`src/design/i2c_bit_level_master_core_macros.svh`:
```
// assertion macros for the i2c bit level master core
// no dependencies, taken in by the top level
`ifndef I2C_BIT_LEVEL_MASTER_CORE_MACROS_SVH
`define I2C_BIT_LEVEL_MASTER_CORE_MACROS_SVH

// same-cycle implication
`define I2CM_ASSERT_NOW(label, clk, rst, ante, cons, msg) \
   label: assert property (@(posedge clk) disable iff (rst) (ante) |-> (cons)) \
      else $error(msg);

// next-cycle implication
`define I2CM_ASSERT_NEXT(label, clk, rst, ante, cons, msg) \
   label: assert property (@(posedge clk) disable iff (rst) (ante) |=> (cons)) \
      else $error(msg);

`endif

```
`src/design/i2cm_pkg.sv`:
```
// shared types, codes and line-level helper for the i2c bit level master core
// no dependencies
package i2cm_pkg;

   localparam int unsigned HALF_PERIOD_RESET = 50;
   localparam int unsigned BITS_PER_BYTE     = 8;

   localparam logic [2:0] MODE_START = 3'd0;
   localparam logic [2:0] MODE_STOP  = 3'd1;
   localparam logic [2:0] MODE_SEND  = 3'd2;
   localparam logic [2:0] MODE_ACK   = 3'd3;
   localparam logic [2:0] MODE_READ  = 3'd4;

   typedef enum logic [6:0] {
      PH_IDLE   = 7'b0000001,
      PH_FIRST  = 7'b0000010,
      PH_SECOND = 7'b0000100,
      PH_THIRD  = 7'b0001000,
      PH_FOURTH = 7'b0010000,
      PH_FIFTH  = 7'b0100000,
      PH_SIXTH  = 7'b1000000
   } phase_type;

   typedef struct packed {
      logic       cmd_valid;
      logic [2:0] mode;
      logic [7:0] data_byte;
      logic       send_ack;
      logic       sda_in;
   } req_type;

   typedef struct packed {
      logic       scl_level;
      logic       sda_level;
      logic       busy_res;
      logic       done_res;
      logic [7:0] read_byte;
      logic       ack_seen;
   } rsp_type;

   // bus levels of a phase, returned as {scl, sda}
   function automatic logic [1:0] phase_lines(input logic [2:0] mode,
                                              input phase_type phase,
                                              input logic msb,
                                              input logic ack_choice);
      logic [1:0] lines;
      logic       a;
      a = ~ack_choice;
      unique case (mode)
         MODE_START: begin
            if (phase == PH_FIRST)       lines = 2'b11;
            else if (phase == PH_SECOND) lines = 2'b10;
            else                         lines = 2'b00;
         end
         MODE_STOP: begin
            if (phase == PH_FIRST)       lines = 2'b00;
            else if (phase == PH_SECOND) lines = 2'b10;
            else                         lines = 2'b11;
         end
         MODE_SEND: lines = {phase == PH_SECOND, msb};
         MODE_ACK:  lines = {phase == PH_FIRST, 1'b1};
         default: begin
            if (phase == PH_FIRST)                          lines = 2'b11;
            else if (phase == PH_SECOND)                    lines = 2'b01;
            else if (phase == PH_THIRD || phase == PH_FIFTH) lines = {1'b0, a};
            else if (phase == PH_FOURTH)                    lines = {1'b1, a};
            else                                            lines = 2'b01;
         end
      endcase
      return lines;
   endfunction

endpackage

```
`src/design/i2cm_in_reg.sv`:
```
// input register stage: takes request beats and holds one until the engine consumes it
// depends on i2cm_pkg
module i2cm_in_reg (
   input  logic              clock,
   input  logic              reset,
   input  logic              req_tvalid,
   output logic              req_tready,
   input  logic [15:0]       req_tdata,  // data_byte[7:0], send_ack[8], sda_in[9], zero[15:10]
   input  logic [3:0]        req_tuser,  // cmd_valid[0], mode[3:1]
   input  logic              advance,
   output logic              item_valid,
   output i2cm_pkg::req_type item
);

   logic              valid_ff, valid_in;
   i2cm_pkg::req_type item_ff, item_in;

   assign req_tready = !valid_ff || advance;

   always_comb begin
      valid_in = valid_ff;
      item_in  = item_ff;
      if (req_tready) begin
         valid_in = req_tvalid;
         if (req_tvalid) begin
            item_in.cmd_valid = req_tuser[0];
            item_in.mode      = req_tuser[3:1];
            item_in.data_byte = req_tdata[7:0];
            item_in.send_ack  = req_tdata[8];
            item_in.sda_in    = req_tdata[9];
         end
      end
   end

   always_ff @(posedge clock) begin
      if (reset) begin
         valid_ff <= 1'b0;
      end else begin
         valid_ff <= valid_in;
      end
      item_ff <= item_in;
   end

   assign item_valid = valid_ff;
   assign item       = item_ff;

endmodule

```
`src/design/i2cm_engine.sv`:
```
// bus phase engine: state registers and the per-tick update of the bit engine
// depends on i2cm_pkg
module i2cm_engine (
   input  logic              clock,
   input  logic              reset,
   input  logic              csr_wr_en,
   input  logic [15:0]       csr_wr_data,
   input  logic              fire,
   input  i2cm_pkg::req_type item,
   output i2cm_pkg::rsp_type result
);

   logic [15:0]         half_ff, tc_ff, tc_in;
   i2cm_pkg::phase_type ph_ff, ph_in;
   logic [3:0]          bi_ff, bi_in;
   logic [7:0]          sh_ff, sh_in;
   logic [2:0]          am_ff, am_in;
   logic                ac_ff, ac_in;
   logic                scl_ff, scl_in;
   logic                sda_ff, sda_in;
   logic                busy_ff, busy_in;
   logic                ack_ff, ack_in;
   logic [7:0]          last_ff, last_in;

   always_comb begin
      logic [15:0] limit;
      logic [15:0] tc_next;
      logic [3:0]  bi_next;
      logic [1:0]  lines;
      logic        fin;
      tc_in     = tc_ff;
      ph_in     = ph_ff;
      bi_in     = bi_ff;
      sh_in     = sh_ff;
      am_in     = am_ff;
      ac_in     = ac_ff;
      scl_in    = scl_ff;
      sda_in    = sda_ff;
      busy_in   = busy_ff;
      ack_in    = ack_ff;
      last_in   = last_ff;
      fin       = 1'b0;
      tc_next   = 16'd0;
      bi_next   = 4'd0;
      lines     = 2'b00;
      limit     = (half_ff == 16'd0) ? 16'd1 : half_ff;

      if (!busy_ff && item.cmd_valid && item.mode <= i2cm_pkg::MODE_READ) begin
         am_in   = item.mode;
         ac_in   = item.send_ack;
         sh_in   = (item.mode == i2cm_pkg::MODE_SEND) ? item.data_byte : 8'd0;
         bi_in   = 4'd0;
         tc_in   = 16'd0;
         ph_in   = i2cm_pkg::PH_FIRST;
         busy_in = 1'b1;
         lines   = i2cm_pkg::phase_lines(am_in, ph_in, sh_in[7], ac_in);
         scl_in  = lines[1];
         sda_in  = lines[0];
      end

      result.scl_level = scl_in;
      result.sda_level = sda_in;
      result.busy_res  = busy_in;

      if (busy_in) begin
         tc_next = tc_in + 16'd1;
         if (tc_next >= limit) begin
            tc_in   = 16'd0;
            bi_next = bi_in + 4'd1;
            unique case (am_in)
               i2cm_pkg::MODE_START, i2cm_pkg::MODE_STOP: begin
                  unique case (ph_in)
                     i2cm_pkg::PH_FIRST:  ph_in = i2cm_pkg::PH_SECOND;
                     i2cm_pkg::PH_SECOND: ph_in = i2cm_pkg::PH_THIRD;
                     default:             fin   = 1'b1;
                  endcase
               end
               i2cm_pkg::MODE_SEND: begin
                  if (ph_in == i2cm_pkg::PH_FIRST) begin
                     ph_in = i2cm_pkg::PH_SECOND;
                  end else begin
                     sh_in = {sh_in[6:0], 1'b0};
                     bi_in = bi_next;
                     if (bi_next >= 4'(i2cm_pkg::BITS_PER_BYTE)) begin
                        scl_in = 1'b0;
                        fin    = 1'b1;
                     end else begin
                        ph_in = i2cm_pkg::PH_FIRST;
                     end
                  end
               end
               i2cm_pkg::MODE_ACK: begin
                  if (ph_in == i2cm_pkg::PH_FIRST) begin
                     ack_in = item.sda_in;
                     ph_in  = i2cm_pkg::PH_SECOND;
                  end else begin
                     fin = 1'b1;
                  end
               end
               default: begin
                  priority if (ph_in == i2cm_pkg::PH_FIRST) begin
                     sh_in = {sh_in[6:0], item.sda_in};
                     bi_in = bi_next;
                     if (bi_next >= 4'(i2cm_pkg::BITS_PER_BYTE)) last_in = sh_in;
                     ph_in = i2cm_pkg::PH_SECOND;
                  end else if (ph_in == i2cm_pkg::PH_SECOND) begin
                     ph_in = (bi_in >= 4'(i2cm_pkg::BITS_PER_BYTE)) ?
                             i2cm_pkg::PH_THIRD : i2cm_pkg::PH_FIRST;
                  end else if (ph_in == i2cm_pkg::PH_THIRD) begin
                     ph_in = i2cm_pkg::PH_FOURTH;
                  end else if (ph_in == i2cm_pkg::PH_FOURTH) begin
                     ph_in = i2cm_pkg::PH_FIFTH;
                  end else if (ph_in == i2cm_pkg::PH_FIFTH && ac_in) begin
                     ph_in = i2cm_pkg::PH_SIXTH;
                  end else begin
                     fin = 1'b1;
                  end
               end
            endcase
            if (fin) begin
               busy_in = 1'b0;
               ph_in   = i2cm_pkg::PH_IDLE;
               bi_in   = 4'd0;
            end else begin
               lines  = i2cm_pkg::phase_lines(am_in, ph_in, sh_in[7], ac_in);
               scl_in = lines[1];
               sda_in = lines[0];
            end
         end else begin
            tc_in = tc_next;
         end
      end

      result.done_res  = fin;
      result.read_byte = last_in;
      result.ack_seen  = ack_in;
   end

   always_ff @(posedge clock) begin
      if (reset) begin
         half_ff <= 16'(i2cm_pkg::HALF_PERIOD_RESET);
      end else if (csr_wr_en) begin
         half_ff <= csr_wr_data;
      end
   end

   always_ff @(posedge clock) begin
      if (reset) begin
         tc_ff   <= 16'd0;
         ph_ff   <= i2cm_pkg::PH_IDLE;
         bi_ff   <= 4'd0;
         sh_ff   <= 8'd0;
         am_ff   <= i2cm_pkg::MODE_START;
         ac_ff   <= 1'b0;
         scl_ff  <= 1'b1;
         sda_ff  <= 1'b1;
         busy_ff <= 1'b0;
         ack_ff  <= 1'b1;
         last_ff <= 8'd0;
      end else if (fire) begin
         tc_ff   <= tc_in;
         ph_ff   <= ph_in;
         bi_ff   <= bi_in;
         sh_ff   <= sh_in;
         am_ff   <= am_in;
         ac_ff   <= ac_in;
         scl_ff  <= scl_in;
         sda_ff  <= sda_in;
         busy_ff <= busy_in;
         ack_ff  <= ack_in;
         last_ff <= last_in;
      end
   end

endmodule

```
`src/design/i2cm_out_reg.sv`:
```
// result register stage: holds one result beat until the consumer takes it
// depends on i2cm_pkg
module i2cm_out_reg (
   input  logic              clock,
   input  logic              reset,
   input  logic              fire,
   input  i2cm_pkg::rsp_type result,
   output logic              advance,
   output logic              rsp_tvalid,
   input  logic              rsp_tready,
   output logic [15:0]       rsp_tdata,  // scl[0], sda[1], busy[2], read_byte[10:3],
                                         // ack_seen[11], zero[15:12]
   output logic              rsp_tlast   // done
);

   logic              valid_ff;
   i2cm_pkg::rsp_type res_ff;

   assign advance = !valid_ff || rsp_tready;

   always_ff @(posedge clock) begin
      if (reset) begin
         valid_ff <= 1'b0;
      end else if (advance) begin
         valid_ff <= fire;
      end
      if (advance && fire) begin
         res_ff <= result;
      end
   end

   assign rsp_tvalid = valid_ff;
   assign rsp_tdata  = {4'b0000, res_ff.ack_seen, res_ff.read_byte,
                        res_ff.busy_res, res_ff.sda_level, res_ff.scl_level};
   assign rsp_tlast  = res_ff.done_res;

endmodule

```
`src/design/i2c_bit_level_master_core.sv`:
```
// i2c bit level master core: one beat in per bus tick, one result beat out per tick
// path: a request beat is registered in the input register stage, its result beat in the result register stage
// throughput: one beat per cycle while the result consumer does not hold rsp_tready low
// reset: synchronous active high; bus released, idle, half period back to 50 ticks
// depends on i2cm_pkg, i2cm_in_reg, i2cm_engine, i2cm_out_reg and the macro header
`include "i2c_bit_level_master_core_macros.svh"
module i2c_bit_level_master_core (
   input  logic        clock,
   input  logic        reset,
   input  logic        csr_wr_en,
   input  logic [15:0] csr_wr_data,  // half_period_ticks[15:0]
   input  logic        req_tvalid,
   output logic        req_tready,
   input  logic [15:0] req_tdata,    // data_byte[7:0], send_ack[8], sda_in[9], zero[15:10]
   input  logic [3:0]  req_tuser,    // cmd_valid[0], mode[3:1]
   output logic        rsp_tvalid,
   input  logic        rsp_tready,
   output logic [15:0] rsp_tdata,    // scl[0], sda[1], busy[2], read_byte[10:3],
                                     // ack_seen[11], zero[15:12]
   output logic        rsp_tlast     // done
);

   logic              advance;
   logic              item_valid;
   logic              fire;
   i2cm_pkg::req_type item;
   i2cm_pkg::rsp_type result;

   assign fire = item_valid && advance;

   i2cm_in_reg u_in (
      .clock      (clock),
      .reset      (reset),
      .req_tvalid (req_tvalid),
      .req_tready (req_tready),
      .req_tdata  (req_tdata),
      .req_tuser  (req_tuser),
      .advance    (advance),
      .item_valid (item_valid),
      .item       (item)
   );

   i2cm_engine u_engine (
      .clock       (clock),
      .reset       (reset),
      .csr_wr_en   (csr_wr_en),
      .csr_wr_data (csr_wr_data),
      .fire        (fire),
      .item        (item),
      .result      (result)
   );

   i2cm_out_reg u_out (
      .clock      (clock),
      .reset      (reset),
      .fire       (fire),
      .result     (result),
      .advance    (advance),
      .rsp_tvalid (rsp_tvalid),
      .rsp_tready (rsp_tready),
      .rsp_tdata  (rsp_tdata),
      .rsp_tlast  (rsp_tlast)
   );

   `I2CM_ASSERT_NOW(a_done_busy, clock, reset, rsp_tvalid && rsp_tlast, rsp_tdata[2], "done no busy")
   `I2CM_ASSERT_NEXT(a_fire_out, clock, reset, fire, rsp_tvalid, "engine beat lost")
   `I2CM_ASSERT_NEXT(a_hold_in, clock, reset, item_valid && !advance, item_valid, "input dropped")

endmodule
```
`config.mk`:
```
export PLATFORM = sky130hd
export DESIGN_NAME = i2c_bit_level_master_core
export DESIGN_NICKNAME = d
export VERILOG_FILES = /design/src/design/i2cm_pkg.sv /design/src/design/i2cm_in_reg.sv /design/src/design/i2cm_engine.sv /design/src/design/i2cm_out_reg.sv /design/src/design/i2c_bit_level_master_core.sv
export VERILOG_INCLUDE_DIRS = /design/src /design/src/design
export SDC_FILE = /design/constraint.sdc
export NUM_CORES = 1
export LEC_CHECK = 0
export BUFFER_PORTS_ARGS = -buffer_cell sky130_fd_sc_hd__buf_2
export CORE_ASPECT_RATIO = 1.2
export CORE_MARGIN = 2
export CORE_UTILIZATION = 44
export CTS_CLUSTER_DIAMETER = 40
export DETAILED_ROUTE_END_ITERATION = 16
export PLACE_DENSITY = 0.65
export SYNTH_ARGS = -nofsm -noshare
export SYNTH_HDL_FRONTEND = slang
export SYNTH_SLANG_ARGS = --single-unit
```
`constraint.sdc`:
```
create_clock -name clock -period 4.5 [get_ports clock]
set_input_delay 0.45 -clock clock [delete_from_list [all_inputs] [get_ports clock]]
set_output_delay 0.45 -clock clock [all_outputs]
set_load 0.02 [all_outputs]
```
==> impl_metrics.yaml <==
logic_synthesis:
  synth_area_mm2: 0.00536
  netlist.area_leader.share_pct: 25.8
  yosysWarnings: 0
  synthTopCellsByArea: "dfxtp_1, edfxtp_1, a21oi_1"
  yosysSeqAreaShare_pct: 40.9
  synth_common_cells: "nor2_1, dfxtp_1, nand2_1"
  synth-seq-cells: 96
  synthAdderAreaFrac_pct: 4.20
  synth_ff_type: "dfxtp_1"
  avgSynthCellArea_um2: 8.58
  synth_compound_area_share_pct: 19.8
  yosys.area_share.xor_xnor_pct: 2.29
  synth_largest_area_cell: "dfxtp_1"
  synth-edff-count: 27
  synthMuxAreaShare_pct: 3.22
  async_reset_ff_share_pct: 0
  synthCells: 624
  synthDistinctLibCells: 81
  synth_top_family_by_area: "simple AND/OR/NAND/NOR gates"
  synth_most_common_cell: "nor2_1"
  synthSimpleGateAreaFrac_pct: 24.1
pwr:
  p_sw_w: 0.000494
  pwr-share-comb_pct: 11.6
  power.density_mw_per_mm2: 309
  static-leakage-power_nw: 2.34
  p_int_w: 0.00137
  pwr-share-seq_pct: 50.3
  power_w: 0.00186
  p_sw_share_pct: 26.6
  ir_worst_vdd_v: 0.000166
  clkPwrFrac_pct: 38.1
critical_path:
  cp_data_required_time_ps: 4780
  setup.worst_path.end_class: "register"
  critical_path_class: "register to register"
  critPathArrivalTime_ps: 4470
  critPathMaxFanout: 9
  worst_setup_path_start_kind: "register"
  rrSetupSlack_ps: 310
cts:
  tritoncts: "built"
  cts_buffers: 9
  cts_hold_buffers: 0
  clk_pin_slew_ps: 70
  clk_latency_ps: 350
  clockRootBuffer: "clkbuf_16"
  clk_path_buf_depth: 2
  clock_sinks: 96
  h-tree-depth: 3
die:
  die_w_um: 105
  core-area_mm2: 0.0120
  initial_core_util_pct: 44.6
  num_rows: 44
  pin_count: 60
  die-area_mm2: 0.0131
  die_y_um: 125
detailed_routing:
  drc: 0
  drt_iter0_markers: 298
  vias_per_cell: 5.72
  wl_per_cell_um: 16.3
  ant_nets: 0
  totalWireLength_um: 13600
  via_count: 4760
  dr.pass1.iters: 5
flow_run:
  drv_cap: 0
timing:
  min_period_over_period_pct: 93.1
  slew_headroom_pct: 37.6
  final.setup_skew_ps: 7.90
  drv_slew: 0
  finalWorstSetupSlack_ps: 312
  rsz0062_at_grt: "false"
  setup_tns_ps: 0
  hold_viol: 0
  max_freq_mhz: 239
  worst_pin_slew_ps: 934
  fin_crit_ps: 4190
  setup_viol: 0
cells_and_area:
  num-nets-final: 725
  final_area_mm2: 0.00603
  antennaDiodeCount: 0
  areaGrowthSynthToFinish_pct: 12.6
  drive_gt1_share_pct: 15.8
grt:
  grt_usage_pct: 21.3
  grt_max_degree: 45
  grt_pass1_wl_um: 22500
  grt_antenna_before_repair: 0
  grt_overflow_total: 0
  grt_pass1_vias: 4570
place:
  gp_congestion: 0.931
  dpl.hpwl_um: 9650
  pre_cts_ws_ps: 162
  io_buffers: 49
  dpl-instance-area_mm2: 0.00573
run_status:
  status: "complete, no violations"
worst_hold_path:
  hp-class: "input pin to register"
[power by group through the flow]
stage          Sequential, W  Combinational, W  Clock (W)
4_1_cts             0.000936          0.000216   0.000721
6_report            0.000936          0.000217   0.000709
3_5_place_dp        0.000955          0.000215          0
5_1_grt             0.000938          0.000240   0.000766
2_1_floorplan       0.000957          0.000145          0
3_3_place_gp        0.000954          0.000212          0
[metrics by stage]
stage	std cells	utilization, %	hold WS [ps]
2_1_floorplan	627	-	432
3_3_place_gp	813	47.8	441
5_1_grt	832	50.3	257
3_5_place_dp	813	47.8	448
6_report	832	50.3	268
4_1_cts	829	50.0	262
[per-layer routing]
layer / share of wire [%] / GRT usage (%)
met1: 42 / 25.3
met2: 51 / 36.7
met3: 4.4 / 3.30
met4: 3.1 / 11.2
met5: 0 / 0
[worst max-delay path: stages (launching register included)]
cell and delay [ps]:
edfxtp_1 450, nor2b_2 200, nand2_1 180, and2_1 200
ha_1 190, nand3_1 240, nor2_2 250, nand3_1 120
xor2_1 170, nor2_1 80, ha_1 210, a21o_1 170
a21o_1 170, a21oi_1 210, nor3b_2 250, nor2_1 110
o21ai_1 580, o21ai_0 210, a21oi_1 150
[path summary, 6_finish.rpt]
check                                               startpoint  cells past startpoint                        endpoint
worst max-delay path                   u_in.item[13]$_DFFE_PP_                     18  u_engine.bi_ff[3]$_SDFFE_PP0P_
worst min-delay path                              req_tdata[5]                      1          u_in.item[7]$_DFFE_PP_
worst max register to register         u_in.item[13]$_DFFE_PP_                     18  u_engine.bi_ff[3]$_SDFFE_PP0P_
worst min register to register  u_engine.sh_ff[3]$_SDFFE_PP0P_                      2  u_engine.sh_ff[3]$_SDFFE_PP0P_
[cell type report]
cell class	instances	area, um2
Timing Repair Buffer	66	373
Clock buffer	12	236
Clock inverter	4	30.0
Tap cell	161	201
Sequential cell	96	2190
Inverter	25	93.8
Fill cell	1186	5970
Multi-Input combinational cell	468	2910
[cells by family after synthesis]
family | count (synthesis)
multiplexers | 17
XOR/XNOR | 14
AND/OR/NAND/NOR | 254
flip-flops | 96
adder cells (fa/ha/maj) | 18
other | 1
buffers and inverters | 64
AO/OA/AOI/OAI | 160
[flip-flops by register name (all words and copies together), names as in the netlist, 3 cells and up]
name              flops
u_out.rsp_tdata      12
u_engine.last_ff      8
u_engine.am_ff        3
u_engine.tc_ff       16
u_engine.ph_ff        7
u_engine.bi_ff        4
u_engine.half_ff     16
u_engine.sh_ff        8
u_in.item            14
[cell usage in the layout, fill, tap and decap left out, types with 3 or more instances in the layout]
master | netlist | routed
nor3b_1 | 4 | 4
a21oi_1 | 58 | 58
nor2_1 | 72 | 71
nor3_1 | 10 | 10
buf_4 | 6 | 17
ha_1 | 18 | 18
edfxtp_1 | 27 | 27
nor4_1 | 5 | 5
a211oi_1 | 11 | 11
conb_1 | 1 | 4
a21o_1 | 7 | 7
a32oi_1 | 4 | 4
a31oi_1 | 8 | 8
o21ai_0 | 30 | 30
nand2b_1 | 5 | 5
nor2b_1 | 6 | 6
nand3_1 | 36 | 36
xnor2_1 | 6 | 6
a22oi_1 | 6 | 6
dfxtp_1 | 69 | 69
inv_1 | 24 | 24
nand4_1 | 10 | 10
or3_1 | 4 | 4
o211ai_1 | 3 | 3
nand2_1 | 64 | 64
clkbuf_16 | 0 | 9
mux2i_1 | 15 | 15
and2_1 | 6 | 6
clkbuf_1 | 22 | 3
and3_1 | 9 | 9
xor2_1 | 8 | 8
buf_2 | 7 | 49
[repair_timing]
| item | CTS | global route |
|---|---|---|
| endpoints found under the setup margin | 0 | 9 |
| resized for setup | 0 | 3 |
| setup buffers | 0 | 2 |
Power figures use the tool's default switching activity.
